$ cat src/hw/rtl/tae_pkg.sv
// ----------------------------------------------------------------------------
// tae_pkg: shared types and constants for the tilt angle EMA block
// Payload words, sequencer states, fixed widths and the CORDIC arctangent
// table in degrees, Q16.
// ----------------------------------------------------------------------------
package tae_pkg;

    localparam int SAMPLE_W      = 16;
    localparam int ANGLE_W       = 16;
    localparam int WEIGHT_W      = 16;
    localparam int RAD_W         = 32;
    localparam int ROOT_W        = 16;
    localparam int CORDIC_W      = 36;
    localparam int ACC_W         = 25;
    localparam int MUL_W         = 18;
    localparam int PROD_W        = 36;
    localparam int SUM_W         = 37;
    localparam int ATAN_ENTRIES  = 24;
    localparam int ATAN_IDX_W    = 5;
    localparam int ATAN_W        = 22;
    localparam int DEG_LIMIT_Q88 = 23040;

    localparam int APB_ADDR_W = 3;
    localparam int APB_DATA_W = 32;

    localparam logic [WEIGHT_W-1:0] WEIGHT_RESET = 16'd6554;
    // register index, taken from the word address bit of paddr
    localparam logic REG_IDX_WEIGHT = 1'b0;

    typedef struct packed {
        logic signed [SAMPLE_W-1:0] x_sample;
        logic signed [SAMPLE_W-1:0] y_sample;
        logic signed [SAMPLE_W-1:0] z_sample;
    } in_word_t;

    typedef struct packed {
        logic signed [ANGLE_W-1:0] raw_tilt;
        logic signed [ANGLE_W-1:0] smoothed_tilt;
    } out_word_t;

    typedef enum logic [3:0] {
        ST_IDLE,
        ST_SQ_X,
        ST_SQ_Z,
        ST_ROOT_GO,
        ST_ROOT,
        ST_CORDIC,
        ST_EMA_A,
        ST_EMA_B,
        ST_EMA_C
    } seq_state_t;

    // atan(2^-i) in degrees, Q16, rounded to nearest
    function automatic logic [ATAN_W-1:0] atan_q16(input logic [ATAN_IDX_W-1:0] idx);
        logic [ATAN_W-1:0] val;
        begin
            case (idx)
                5'd0:    val = 22'd2949120;
                5'd1:    val = 22'd1740967;
                5'd2:    val = 22'd919879;
                5'd3:    val = 22'd466945;
                5'd4:    val = 22'd234379;
                5'd5:    val = 22'd117305;
                5'd6:    val = 22'd58666;
                5'd7:    val = 22'd29335;
                5'd8:    val = 22'd14668;
                5'd9:    val = 22'd7334;
                5'd10:   val = 22'd3667;
                5'd11:   val = 22'd1833;
                5'd12:   val = 22'd917;
                5'd13:   val = 22'd458;
                5'd14:   val = 22'd229;
                5'd15:   val = 22'd115;
                5'd16:   val = 22'd57;
                5'd17:   val = 22'd29;
                5'd18:   val = 22'd14;
                5'd19:   val = 22'd7;
                5'd20:   val = 22'd4;
                5'd21:   val = 22'd2;
                5'd22:   val = 22'd1;
                default: val = 22'd0;
            endcase
            return val;
        end
    endfunction

endpackage

$ cat src/hw/rtl/tae_sqrt.sv
// ----------------------------------------------------------------------------
// tae_sqrt: iterative integer square root
// Bit-pair restoring method, one trial subtract per cycle. Gives
// floor(sqrt(radicand)).
// ----------------------------------------------------------------------------
module tae_sqrt
    import tae_pkg::*;
(
    input  logic              clk,
    input  logic              rst_n,
    input  logic              start,
    input  logic [RAD_W-1:0]  radicand,
    output logic              done,
    output logic [ROOT_W-1:0] root
);

    localparam int STEPS = RAD_W / 2;
    localparam int CNT_W = $clog2(STEPS);

    logic             busy_reg, busy_next;
    logic             done_reg, done_next;
    logic [CNT_W-1:0] cnt_reg, cnt_next;
    logic [RAD_W-1:0] rem_reg, rem_next;
    logic [RAD_W-1:0] root_reg, root_next;
    logic [RAD_W-1:0] bit_val;
    logic [RAD_W-1:0] trial;

    // control
    always_ff @(posedge clk or negedge rst_n)
    begin
        if (!rst_n)
        begin
            busy_reg <= 1'b0;
            done_reg <= 1'b0;
            cnt_reg  <= '0;
        end
        else
        begin
            busy_reg <= busy_next;
            done_reg <= done_next;
            cnt_reg  <= cnt_next;
        end
    end

    // datapath
    always_ff @(posedge clk)
    begin
        rem_reg  <= rem_next;
        root_reg <= root_next;
    end

    // one trial subtraction per cycle
    always_comb
    begin
        bit_val   = {2'b01, {(RAD_W-2){1'b0}}} >> {cnt_reg, 1'b0};
        trial     = root_reg + bit_val;
        busy_next = busy_reg;
        done_next = 1'b0;
        cnt_next  = cnt_reg;
        rem_next  = rem_reg;
        root_next = root_reg;
        if (start)
        begin
            busy_next = 1'b1;
            cnt_next  = '0;
            rem_next  = radicand;
            root_next = '0;
        end
        else if (busy_reg)
        begin
            if (rem_reg >= trial)
            begin
                rem_next  = rem_reg - trial;
                root_next = (root_reg >> 1) + bit_val;
            end
            else
            begin
                root_next = root_reg >> 1;
            end
            cnt_next = cnt_reg + CNT_W'(1);
            if (cnt_reg == CNT_W'(STEPS - 1))
            begin
                busy_next = 1'b0;
                done_next = 1'b1;
            end
        end
    end

    assign done = done_reg;
    assign root = root_reg[ROOT_W-1:0];

endmodule

$ cat src/hw/rtl/tae_cordic.sv
// ----------------------------------------------------------------------------
// tae_cordic: vectoring CORDIC, one micro-rotation per cycle
// Drives y toward zero and accumulates the angle in degrees Q16, then rounds
// to Q8.8 and clamps to +/-90 degrees.
// ----------------------------------------------------------------------------
module tae_cordic
    import tae_pkg::*;
#(
    parameter int STEPS = 16
)
(
    input  logic                       clk,
    input  logic                       rst_n,
    input  logic                       start,
    input  logic [ROOT_W-1:0]          radius,
    input  logic signed [SAMPLE_W-1:0] y_in,
    output logic                       done,
    output logic signed [ANGLE_W-1:0]  angle
);

    localparam int CNT_W = $clog2(STEPS);
    localparam logic signed [ACC_W-1:0] LIM_POS = ACC_W'(DEG_LIMIT_Q88);
    localparam logic signed [ACC_W-1:0] LIM_NEG = -ACC_W'(DEG_LIMIT_Q88);
    localparam logic signed [ACC_W-1:0] ROUND_HALF = ACC_W'(128);

    logic                       busy_reg, busy_next;
    logic                       done_reg, done_next;
    logic [CNT_W-1:0]           cnt_reg, cnt_next;
    logic signed [CORDIC_W-1:0] cx_reg, cx_next;
    logic signed [CORDIC_W-1:0] cy_reg, cy_next;
    logic signed [ACC_W-1:0]    acc_reg, acc_next;
    logic signed [CORDIC_W-1:0] dx, dy;
    logic signed [ACC_W-1:0]    atan_term;
    logic signed [ACC_W-1:0]    acc_round;
    logic signed [ACC_W-1:0]    q_wide;

    // control
    always_ff @(posedge clk or negedge rst_n)
    begin
        if (!rst_n)
        begin
            busy_reg <= 1'b0;
            done_reg <= 1'b0;
            cnt_reg  <= '0;
        end
        else
        begin
            busy_reg <= busy_next;
            done_reg <= done_next;
            cnt_reg  <= cnt_next;
        end
    end

    // datapath
    always_ff @(posedge clk)
    begin
        cx_reg  <= cx_next;
        cy_reg  <= cy_next;
        acc_reg <= acc_next;
    end

    // micro-rotation: shifts floor toward minus infinity
    always_comb
    begin
        dx        = cy_reg >>> cnt_reg;
        dy        = cx_reg >>> cnt_reg;
        atan_term = signed'({{(ACC_W-ATAN_W){1'b0}}, atan_q16(ATAN_IDX_W'(cnt_reg))});
        busy_next = busy_reg;
        done_next = 1'b0;
        cnt_next  = cnt_reg;
        cx_next   = cx_reg;
        cy_next   = cy_reg;
        acc_next  = acc_reg;
        if (start)
        begin
            busy_next = 1'b1;
            cnt_next  = '0;
            cx_next   = signed'(CORDIC_W'({radius, 16'h0000}));
            cy_next   = CORDIC_W'(y_in) <<< 16;
            acc_next  = '0;
        end
        else if (busy_reg)
        begin
            if (!cy_reg[CORDIC_W-1])
            begin
                cx_next  = cx_reg + dx;
                cy_next  = cy_reg - dy;
                acc_next = acc_reg + atan_term;
            end
            else
            begin
                cx_next  = cx_reg - dx;
                cy_next  = cy_reg + dy;
                acc_next = acc_reg - atan_term;
            end
            cnt_next = cnt_reg + CNT_W'(1);
            if (cnt_reg == CNT_W'(STEPS - 1))
            begin
                busy_next = 1'b0;
                done_next = 1'b1;
            end
        end
    end

    // Q16 -> Q8.8 with round half up, then clamp
    always_comb
    begin
        acc_round = acc_reg + ROUND_HALF;
        q_wide    = acc_round >>> 8;
        if (q_wide > LIM_POS)
        begin
            angle = ANGLE_W'(LIM_POS);
        end
        else if (q_wide < LIM_NEG)
        begin
            angle = ANGLE_W'(LIM_NEG);
        end
        else
        begin
            angle = ANGLE_W'(q_wide);
        end
    end

    assign done = done_reg;

endmodule

$ cat src/hw/rtl/tilt_angle_ema.sv
// The square root and the CORDIC rotation loop run back to back; a word
// with a zero Y axis skips both. A new word is taken only once the previous
// result has been committed to the output register.
// Reset: clears the sequencer, the output valid, the smoothed angle (0 deg)
//   and sets the smoothing weight to 6554.
// ----------------------------------------------------------------------------
// tilt_angle_ema: accelerometer tilt angle with exponential smoothing
// Squares through one shared multiplier, iterative square root, vectoring
// CORDIC, then an EMA through the same multiplier. One word at a time.
// ----------------------------------------------------------------------------
module tilt_angle_ema
    import tae_pkg::*;
#(
    parameter int CORDIC_STEPS = 16
)
(
    input  logic                  clk,
    input  logic                  rst_n,
    input  logic                  psel,
    input  logic                  penable,
    input  logic                  pwrite,
    input  logic [APB_ADDR_W-1:0] paddr,
    input  logic [APB_DATA_W-1:0] pwdata,
    output logic [APB_DATA_W-1:0] prdata,
    output logic                  pready,
    input  logic                  in_valid,
    output logic                  in_stall,
    input  in_word_t              in_data,
    output logic                  out_valid,
    input  logic                  out_stall,
    output out_word_t             out_data
);

    localparam int STEPS_EFF =
        (CORDIC_STEPS < ATAN_ENTRIES) ? CORDIC_STEPS : ATAN_ENTRIES;
    localparam logic signed [SUM_W-1:0] EMA_HALF = SUM_W'(32768);
    localparam logic [WEIGHT_W:0] WEIGHT_ONE = {1'b1, {WEIGHT_W{1'b0}}};

    seq_state_t state_reg, state_next;

    logic [WEIGHT_W-1:0]        weight_reg, weight_next;
    logic signed [ANGLE_W-1:0]  last_reg, last_next;
    logic                       out_valid_reg, out_valid_next;
    out_word_t                  out_data_reg, out_data_next;
    in_word_t                   sample_reg, sample_next;
    logic signed [ANGLE_W-1:0]  raw_reg, raw_next;
    logic signed [PROD_W-1:0]   prod_reg, prod_next;
    logic signed [SUM_W-1:0]    sum_reg, sum_next;

    logic                       cfg_write;
    logic                       mul_en;
    logic signed [MUL_W-1:0]    mul_a, mul_b;
    logic [WEIGHT_W:0]          weight_comp;
    logic signed [SUM_W-1:0]    ema_sum;
    logic signed [SUM_W-1:0]    ema_shift;
    logic signed [ANGLE_W-1:0]  smoothed;
    logic                       commit;

    logic                       sqrt_start, sqrt_done;
    logic [RAD_W-1:0]           radicand;
    logic [ROOT_W-1:0]          root;
    logic                       cordic_start, cordic_done;
    logic signed [ANGLE_W-1:0]  cordic_angle;

    // configuration register
    assign pready    = 1'b1;
    assign cfg_write = psel && penable && pwrite && pready
                       && (paddr[APB_ADDR_W-1] == REG_IDX_WEIGHT);
    assign weight_next = cfg_write ? pwdata[WEIGHT_W-1:0] : weight_reg;
    assign prdata = (paddr[APB_ADDR_W-1] == REG_IDX_WEIGHT)
                    ? APB_DATA_W'(weight_reg) : '0;

    // control and state registers
    always_ff @(posedge clk or negedge rst_n)
    begin
        if (!rst_n)
        begin
            state_reg     <= ST_IDLE;
            weight_reg    <= WEIGHT_RESET;
            last_reg      <= '0;
            out_valid_reg <= 1'b0;
        end
        else
        begin
            state_reg     <= state_next;
            weight_reg    <= weight_next;
            last_reg      <= last_next;
            out_valid_reg <= out_valid_next;
        end
    end

    // payload registers
    always_ff @(posedge clk)
    begin
        sample_reg   <= sample_next;
        raw_reg      <= raw_next;
        prod_reg     <= prod_next;
        sum_reg      <= sum_next;
        out_data_reg <= out_data_next;
    end

    // shared multiplier operand select
    assign weight_comp = WEIGHT_ONE - {1'b0, weight_reg};

    always_comb
    begin
        mul_en = 1'b1;
        mul_a  = '0;
        mul_b  = '0;
        case (state_reg)
            ST_SQ_X:
            begin
                mul_a = MUL_W'(sample_reg.x_sample);
                mul_b = MUL_W'(sample_reg.x_sample);
            end
            ST_SQ_Z:
            begin
                mul_a = MUL_W'(sample_reg.z_sample);
                mul_b = MUL_W'(sample_reg.z_sample);
            end
            ST_EMA_A:
            begin
                mul_a = signed'({2'b00, weight_reg});
                mul_b = MUL_W'(raw_reg);
            end
            ST_EMA_B:
            begin
                mul_a = signed'({1'b0, weight_comp});
                mul_b = MUL_W'(last_reg);
            end
            default:
            begin
                mul_en = 1'b0;
            end
        endcase
    end

    assign prod_next = mul_en ? PROD_W'(mul_a * mul_b) : prod_reg;

    // EMA rounding: floor((sum + 2^15) / 2^16)
    assign ema_sum   = sum_reg + SUM_W'(prod_reg) + EMA_HALF;
    assign ema_shift = ema_sum >>> 16;
    assign smoothed  = ANGLE_W'(ema_shift);
    assign commit    = (state_reg == ST_EMA_C) && (!out_valid_reg || !out_stall);

    assign radicand = RAD_W'(sum_reg + SUM_W'(prod_reg));

    // sequencer
    always_comb
    begin
        state_next    = state_reg;
        sample_next   = sample_reg;
        raw_next      = raw_reg;
        sum_next      = sum_reg;
        last_next     = last_reg;
        out_data_next = out_data_reg;
        sqrt_start    = 1'b0;
        cordic_start  = 1'b0;
        case (state_reg)
            ST_IDLE:
            begin
                if (in_valid)
                begin
                    sample_next = in_data;
                    state_next  = ST_SQ_X;
                end
            end
            ST_SQ_X:
            begin
                state_next = ST_SQ_Z;
            end
            ST_SQ_Z:
            begin
                sum_next   = SUM_W'(prod_reg);
                state_next = ST_ROOT_GO;
            end
            ST_ROOT_GO:
            begin
                // level Y axis: angle is exactly zero
                if (sample_reg.y_sample == '0)
                begin
                    raw_next   = '0;
                    state_next = ST_EMA_A;
                end
                else
                begin
                    sqrt_start = 1'b1;
                    state_next = ST_ROOT;
                end
            end
            ST_ROOT:
            begin
                if (sqrt_done)
                begin
                    cordic_start = 1'b1;
                    state_next   = ST_CORDIC;
                end
            end
            ST_CORDIC:
            begin
                if (cordic_done)
                begin
                    raw_next   = cordic_angle;
                    state_next = ST_EMA_A;
                end
            end
            ST_EMA_A:
            begin
                state_next = ST_EMA_B;
            end
            ST_EMA_B:
            begin
                sum_next   = SUM_W'(prod_reg);
                state_next = ST_EMA_C;
            end
            ST_EMA_C:
            begin
                if (commit)
                begin
                    last_next                   = smoothed;
                    out_data_next.raw_tilt      = raw_reg;
                    out_data_next.smoothed_tilt = smoothed;
                    state_next                  = ST_IDLE;
                end
            end
            default:
            begin
                state_next = ST_IDLE;
            end
        endcase
    end

    // output word register
    always_comb
    begin
        out_valid_next = out_valid_reg;
        if (commit)
        begin
            out_valid_next = 1'b1;
        end
        else if (out_valid_reg && !out_stall)
        begin
            out_valid_next = 1'b0;
        end
    end

    assign in_stall  = (state_reg != ST_IDLE);
    assign out_valid = out_valid_reg;
    assign out_data  = out_data_reg;

    tae_sqrt u_sqrt (
        .clk      (clk),
        .rst_n    (rst_n),
        .start    (sqrt_start),
        .radicand (radicand),
        .done     (sqrt_done),
        .root     (root)
    );

    tae_cordic #(
        .STEPS (STEPS_EFF)
    ) u_cordic (
        .clk    (clk),
        .rst_n  (rst_n),
        .start  (cordic_start),
        .radius (root),
        .y_in   (sample_reg.y_sample),
        .done   (cordic_done),
        .angle  (cordic_angle)
    );

endmodule

$ cat config.mk
export PLATFORM = sky130hd
export DESIGN_NAME = tilt_angle_ema
export DESIGN_NICKNAME = d
export VERILOG_FILES = /design/src/hw/rtl/tae_pkg.sv /design/src/hw/rtl/tae_sqrt.sv /design/src/hw/rtl/tae_cordic.sv /design/src/hw/rtl/tilt_angle_ema.sv
export SDC_FILE = /design/constraint.sdc
export NUM_CORES = 2
export LEC_CHECK = 0
export ABC_AREA = 1
export ABC_CLOCK_PERIOD_IN_PS = 16000
export BUFFER_PORTS_ARGS = -buffer_cell sky130_fd_sc_hd__buf_4
export CORE_MARGIN = 4
export CORE_UTILIZATION = 50
export CTS_CLUSTER_DIAMETER = 40
export DETAILED_ROUTE_END_ITERATION = 12
export GPL_TIMING_DRIVEN = 0
export PLACE_DENSITY = 0.66
export SYNTH_ARGS = -nofsm -noshare
export SYNTH_HDL_FRONTEND = slang
export SYNTH_HIERARCHICAL = 1
export SYNTH_SLANG_ARGS = --single-unit
$ cat constraint.sdc
create_clock -name clk -period 16 [get_ports clk]
set_input_delay 1.6 -clock clk [delete_from_list [all_inputs] [get_ports clk]]
set_output_delay 1.6 -clock clk [all_outputs]
set_load 0.01 [all_outputs]
After elaboration in Yosys (flattened, before gate mapping):

Memory sizes are Yosys's and may differ from the RTL's.
Cells that the tools add are included.
Widths: inputs -> output; s select.

* memories: 1
* flip-flop bits (word level): 370
* bits of input ports: 90
* memory bits (read-only): 352

Memory list
* (name not given): depth 16, width 22, rd ports 1, clocked after Yosys merged registers in 0, write ports 0, line tae_pkg.sv:57 `case (idx)`

* bitwise gates (word level): 1
* multiplexer cells: 48
* multiply operators: 1
* reductions and logical operators: 23
* equal/unequal tests: 15
* shift operators: 3
* add/subtract/negate cells: 15
* $lt $le $gt $ge: 3

Operator list (count)
* $mux 32: 6
* $mux 36: 4
* $pmux 18 s4: 2
* $mux 16: 5
* $add 36x36->36: 2
* $sshr 36x4->36: 2
* $sub 36x36->36: 2
* $add 32x32->32: 2
* $pmux 4 s9: 1
* $add 31x32->32: 1
* $add 32x17->32 const B: 1
* $ge 32x32->1: 1
* $mul 18x18->32: 1
* $mux 4: 8
* $pmux 16 s2: 1
* $shr 31x5->32 const A: 1
* $sub 32x32->32: 1
* $add 25x23->25: 1
* $add 25x9->25 const B: 1
* $mux 25: 1
* $sub 25x23->25: 1
* $mux 1: 19
* $gt 17x16->1 const B: 1
* $lt 17x16->1 const B: 1
* 22 further kinds: 43

Longest topological paths before layout:

* word-level depth: 6
* gate-level depth with buffers: 37

By module:

Netlist, hierarchy kept.

Modules (own cells, without submodules)
* tilt_angle_ema: instances 1, cells an instance 2625, sequential area each 5739.3 um^2, area each 22004.9 um^2
* tae_cordic: instances 1, cells an instance 2648, sequential area each 2452.4 um^2, area each 15556.2 um^2
* tae_sqrt: instances 1, cells an instance 1419, sequential area each 1751.7 um^2, area each 8567.0 um^2

Worst setup path before layout:

No wires, ideal clock.

* kind: register to register
* start: register state_reg[1]
* end: register prod_reg[31] (data pin)
* required time: 15.748 ns
* setup time: 0.252 ns
* slack: 9.473 ns
* arrival: 6.275 ns
* buffers on the path: 3
* cell stages (with the launch flop): 31
* path through: dfrtp_1 > inv_1 > nor2_4 > nand2_4 > inv_2 > buf_4 > buf_2 > nand2_1 > o21ai_0 > nor2_1 > buf_2 > nor2_1 > fa_1 > fa_1 > inv_1 > fa_1 > fa_1 > inv_1 > fa_1 > inv_1 > fa_1 > inv_1 > ha_1 > inv_1 > nor3_1 > nand2_1 > or2_2 > nand3_1 > inv_1 > nand2_1 > nand2_1

* word-level cells in the longest chain between the ends: 3

RTL lines
* start: declaration: line tilt_angle_ema.sv:39 `seq_state_t state_reg, state_next;`
* start signal: assignment: line tilt_angle_ema.sv:85 `state_reg <= state_next;`
* $eq 4x3->1, or another cell as far along: line tilt_angle_ema.sv:110 `case (state_reg)`
* $pmux 18 s4: line tilt_angle_ema.sv:110
* $mul 18x18->32 (*): line tilt_angle_ema.sv:138 `assign prod_next = mul_en ? PROD_W'(mul_a * mul_b) : prod_reg;`
* end signal: assignment: line tilt_angle_ema.sv:97 `prod_reg <= prod_next;`
* end: declaration: line tilt_angle_ema.sv:47 `logic signed [PROD_W-1:0] prod_reg, prod_next;`

Every way passes the cells marked *; elsewhere a longest branch is shown, timed or not.
A chain may end at the register's enable or synchronous reset.

Final worst setup path:

* start: register weight_reg[0]
* end: register prod_reg[21] (data pin)

* word-level cells in the longest chain between the ends: 3

RTL lines
* start: declaration: line tilt_angle_ema.sv:41 `logic [WEIGHT_W-1:0] weight_reg, weight_next;`
* start signal: assignment: line tilt_angle_ema.sv:86 `weight_reg <= weight_next;`
* $sub 17x16->17: line tilt_angle_ema.sv:103 `assign weight_comp = WEIGHT_ONE - {1'b0, weight_reg};`
* $pmux 18 s4 (*): line tilt_angle_ema.sv:110
* $mul 18x18->32 (*): line tilt_angle_ema.sv:138

Marked as above.

==> metrics.txt <==
status=complete, no violations; Max Fanout on Critical Path=10; Seq cells post-synth=370; CTS resizes=0; top_reg_cell synth=edfxtp_1; sequential fraction of the synthesis area=0.216; number of top-level pins=157; row count=111; startpoint types=flop; R2R cell count=30; Ys Warns=6; CTS sink count=370; hold worst-path end=sum_reg[12]$_DFFE_PP_; Mapped Cells=6692; # hold bufs at CTS=0; Initial Util=0.504; Hold Path Stages=0; slack of the worst reg-to-reg path=7.41 ns; GRT overflow=0; Setup Viol. Count Final=0; die height=312 µm; fraction of layout cells with a size suffix above 1=0.0880; commonest non-fill, non-tap cell in the layout=nand2_1; GP Congestion=0.999; initial antenna violation count=6; RSZ-0062 raised after global routing=no; number of max-cap violations=0; DR pass1 iterations=9; Rel. slew slack=0.0982; Tcrit/Tclk final=0.537; Routed WL per cell=20.9 µm; CTS tree=built; Final Hold Fails=0; Vias=45690; Bufs on Longest Clock Path=3; die area=97200 µm²; fin. max-slew vios=0; WP data required=16.45 ns; f_max=0.116 GHz; I/O Buffers=120; Critical Path End Type=flop; Largest register FFs=48; Core Region=91500 µm²; Final min period=8.59 ns; fin nets=7593; Total Routing Usage GR=0.345; Setup Skew=0.0376 ns; first-pass GRT wire length=259000 µm; vias in the first global route=43947; # DRC=0; synthesized cell area=46100 µm²; clk root buf=clkbuf_16; clock buffer count from CTS=73; worst hold start=prod_reg[12]$_DFFE_PN_; actual slew at the worst max-slew pin=1.35 ns; Critical Path Max Stage Delay=0.67 ns; Routed Wire Length=170000 µm; Via-to-Cell Ratio=5.60; Yosys cell types=79; total number of H-tree levels=3; CP arrival=9.04 ns; Post-CTS Setup Inserts=0; hpwl dp=140000 µm; DRT iter0 DRCs=4585; most frequent cells in the layout=nand2_1 (1785), inv_1 (1034), nor2_1 (659); Post-synth EDFFs=228; largest net degree at the start of global routing=50; Die Wd=312 µm; TNS Setup=0 ns; fraction of registers with async set/reset=0.132; Slowest-stage cell, CP=nor3_2; CP Class=flop to flop; most used cell, CP=inv_1; Critical R2R Launch=weight_reg[0]$_DFFE_PN0P_; clk slew on worst S/H paths=0.06 ns; Fillers=9100; clock latency at the later pin of the worst-skew pair=0.65 ns; synthesis-to-finish area growth=11.3%; Synth Area per Inst=6.89 µm²; post-route ant nets=0; Worst Hold Class=flop to flop; reg2reg end=prod_reg[21]$_DFFE_PN_
cells in the mapped netlist (42+ instances only):
master,count,area (µm²)
nor2_1,660,2480
dfxtp_1,93,1860
nand2_1,1786,6700
inv_1,1034,3880
o21ai_0,295,1480
nand4_1,75,469
buf_2,63,315
a21oi_1,305,1530
xor2_1,146,1280
dfrtp_1,42,1050
edfxtp_1,228,6850
clkbuf_1,61,229
o21ai_1,44,220
nand3_1,596,2980
fa_1,298,5970
xnor2_1,68,596
nand2_2,46,288
ha_1,297,3720
buf_4,50,375
nor3_1,62,310
final cells by class:
cell class	instances	area (µm²)	share of cell area
timing repair buffer	126	1030	0.0200
antenna	2	5.00	0.0000975
clock inverter	42	513	0.00999
buffer	208	1180	0.0231
inverter	1071	4020	0.0784
multi-input combinational	5058	31100	0.605
sequential	370	9940	0.194
clock buffer	93	2100	0.0409
tap	1186	1480	0.0289
cells by family (layout without fill, tap and decap cells):
| family | count (synthesis) | after routing | share of synthesized area |
|---|---|---|---|
| buf+inv | 1279 | 1540 | 0.113 |
| flops | 370 | 370 | 0.216 |
| fa+ha+maj | 595 | 595 | 0.210 |
| simple gates | 3379 | 3379 | 0.314 |
| xor+xnor | 220 | 220 | 0.0427 |
| other cells | 2 | 19 | 0.000163 |
| compound gates | 847 | 847 | 0.105 |
metal layers:
| layer | track usage | up-vias | routed length [µm] |
|---|---|---|---|
| met1 | 0.473 | 21586 | 73300 |
| li1 | - | 21884 | - |
| met4 | 0.163 | 2 | 9000 |
| met2 | 0.535 | 1846 | 74000 |
| met5 | 0 | - | 11 |
| met3 | 0.0566 | 372 | 13800 |
worst max-delay path by stage:
stage | end | cells after the start | startpoint | slack [ns]
after global routing | prod_reg[21]$_DFFE_PN_ | 30 | weight_reg[0]$_DFFE_PN0P_ | 7.01
after global placement | prod_reg[21]$_DFFE_PN_ | 30 | weight_reg[0]$_DFFE_PN0P_ | 7.64
after detailed placement | prod_reg[21]$_DFFE_PN_ | 30 | weight_reg[0]$_DFFE_PN0P_ | 7.66
after floorplan | prod_reg[31]$_DFFE_PN_ | 30 | state_reg[1]$_DFFE_PN0P_ | 9.47
after CTS | prod_reg[21]$_DFFE_PN_ | 30 | weight_reg[0]$_DFFE_PN0P_ | 7.59
final | prod_reg[21]$_DFFE_PN_ | 30 | weight_reg[0]$_DFFE_PN0P_ | 7.41
worst max-delay path, delay by kind of cell (launching register included):
family	cells	cell delay [ns]
buffers and inverters	7	1.02
DFF	1	0.40
adders and majority gates	8	3.44
xor gates and xnor gates	1	0.30
AOI/OAI and AO/OA	5	1.42
and+or+nand+nor	9	1.80
through the flow:
step | instances | setup WS (ns) | utilization | cell area [µm²] | hold WS, ns
final | 8156 | 7.41 | 0.561 | 51300 | 0.440
after CTS | 8154 | 7.59 | 0.561 | 51300 | 0.440
after floorplan | 6707 | 9.47 | - | 46200 | 0.427
after global routing | 8154 | 7.01 | 0.561 | 51300 | 0.453
after detailed placement | 8019 | 7.66 | 0.532 | 48700 | 0.447
after global placement | 8013 | 7.64 | 0.531 | 48600 | 0.438
Power is left out: the tool's default activity adds up to more than one toggle a clock period on the data nets, which glitch-free logic cannot reach.
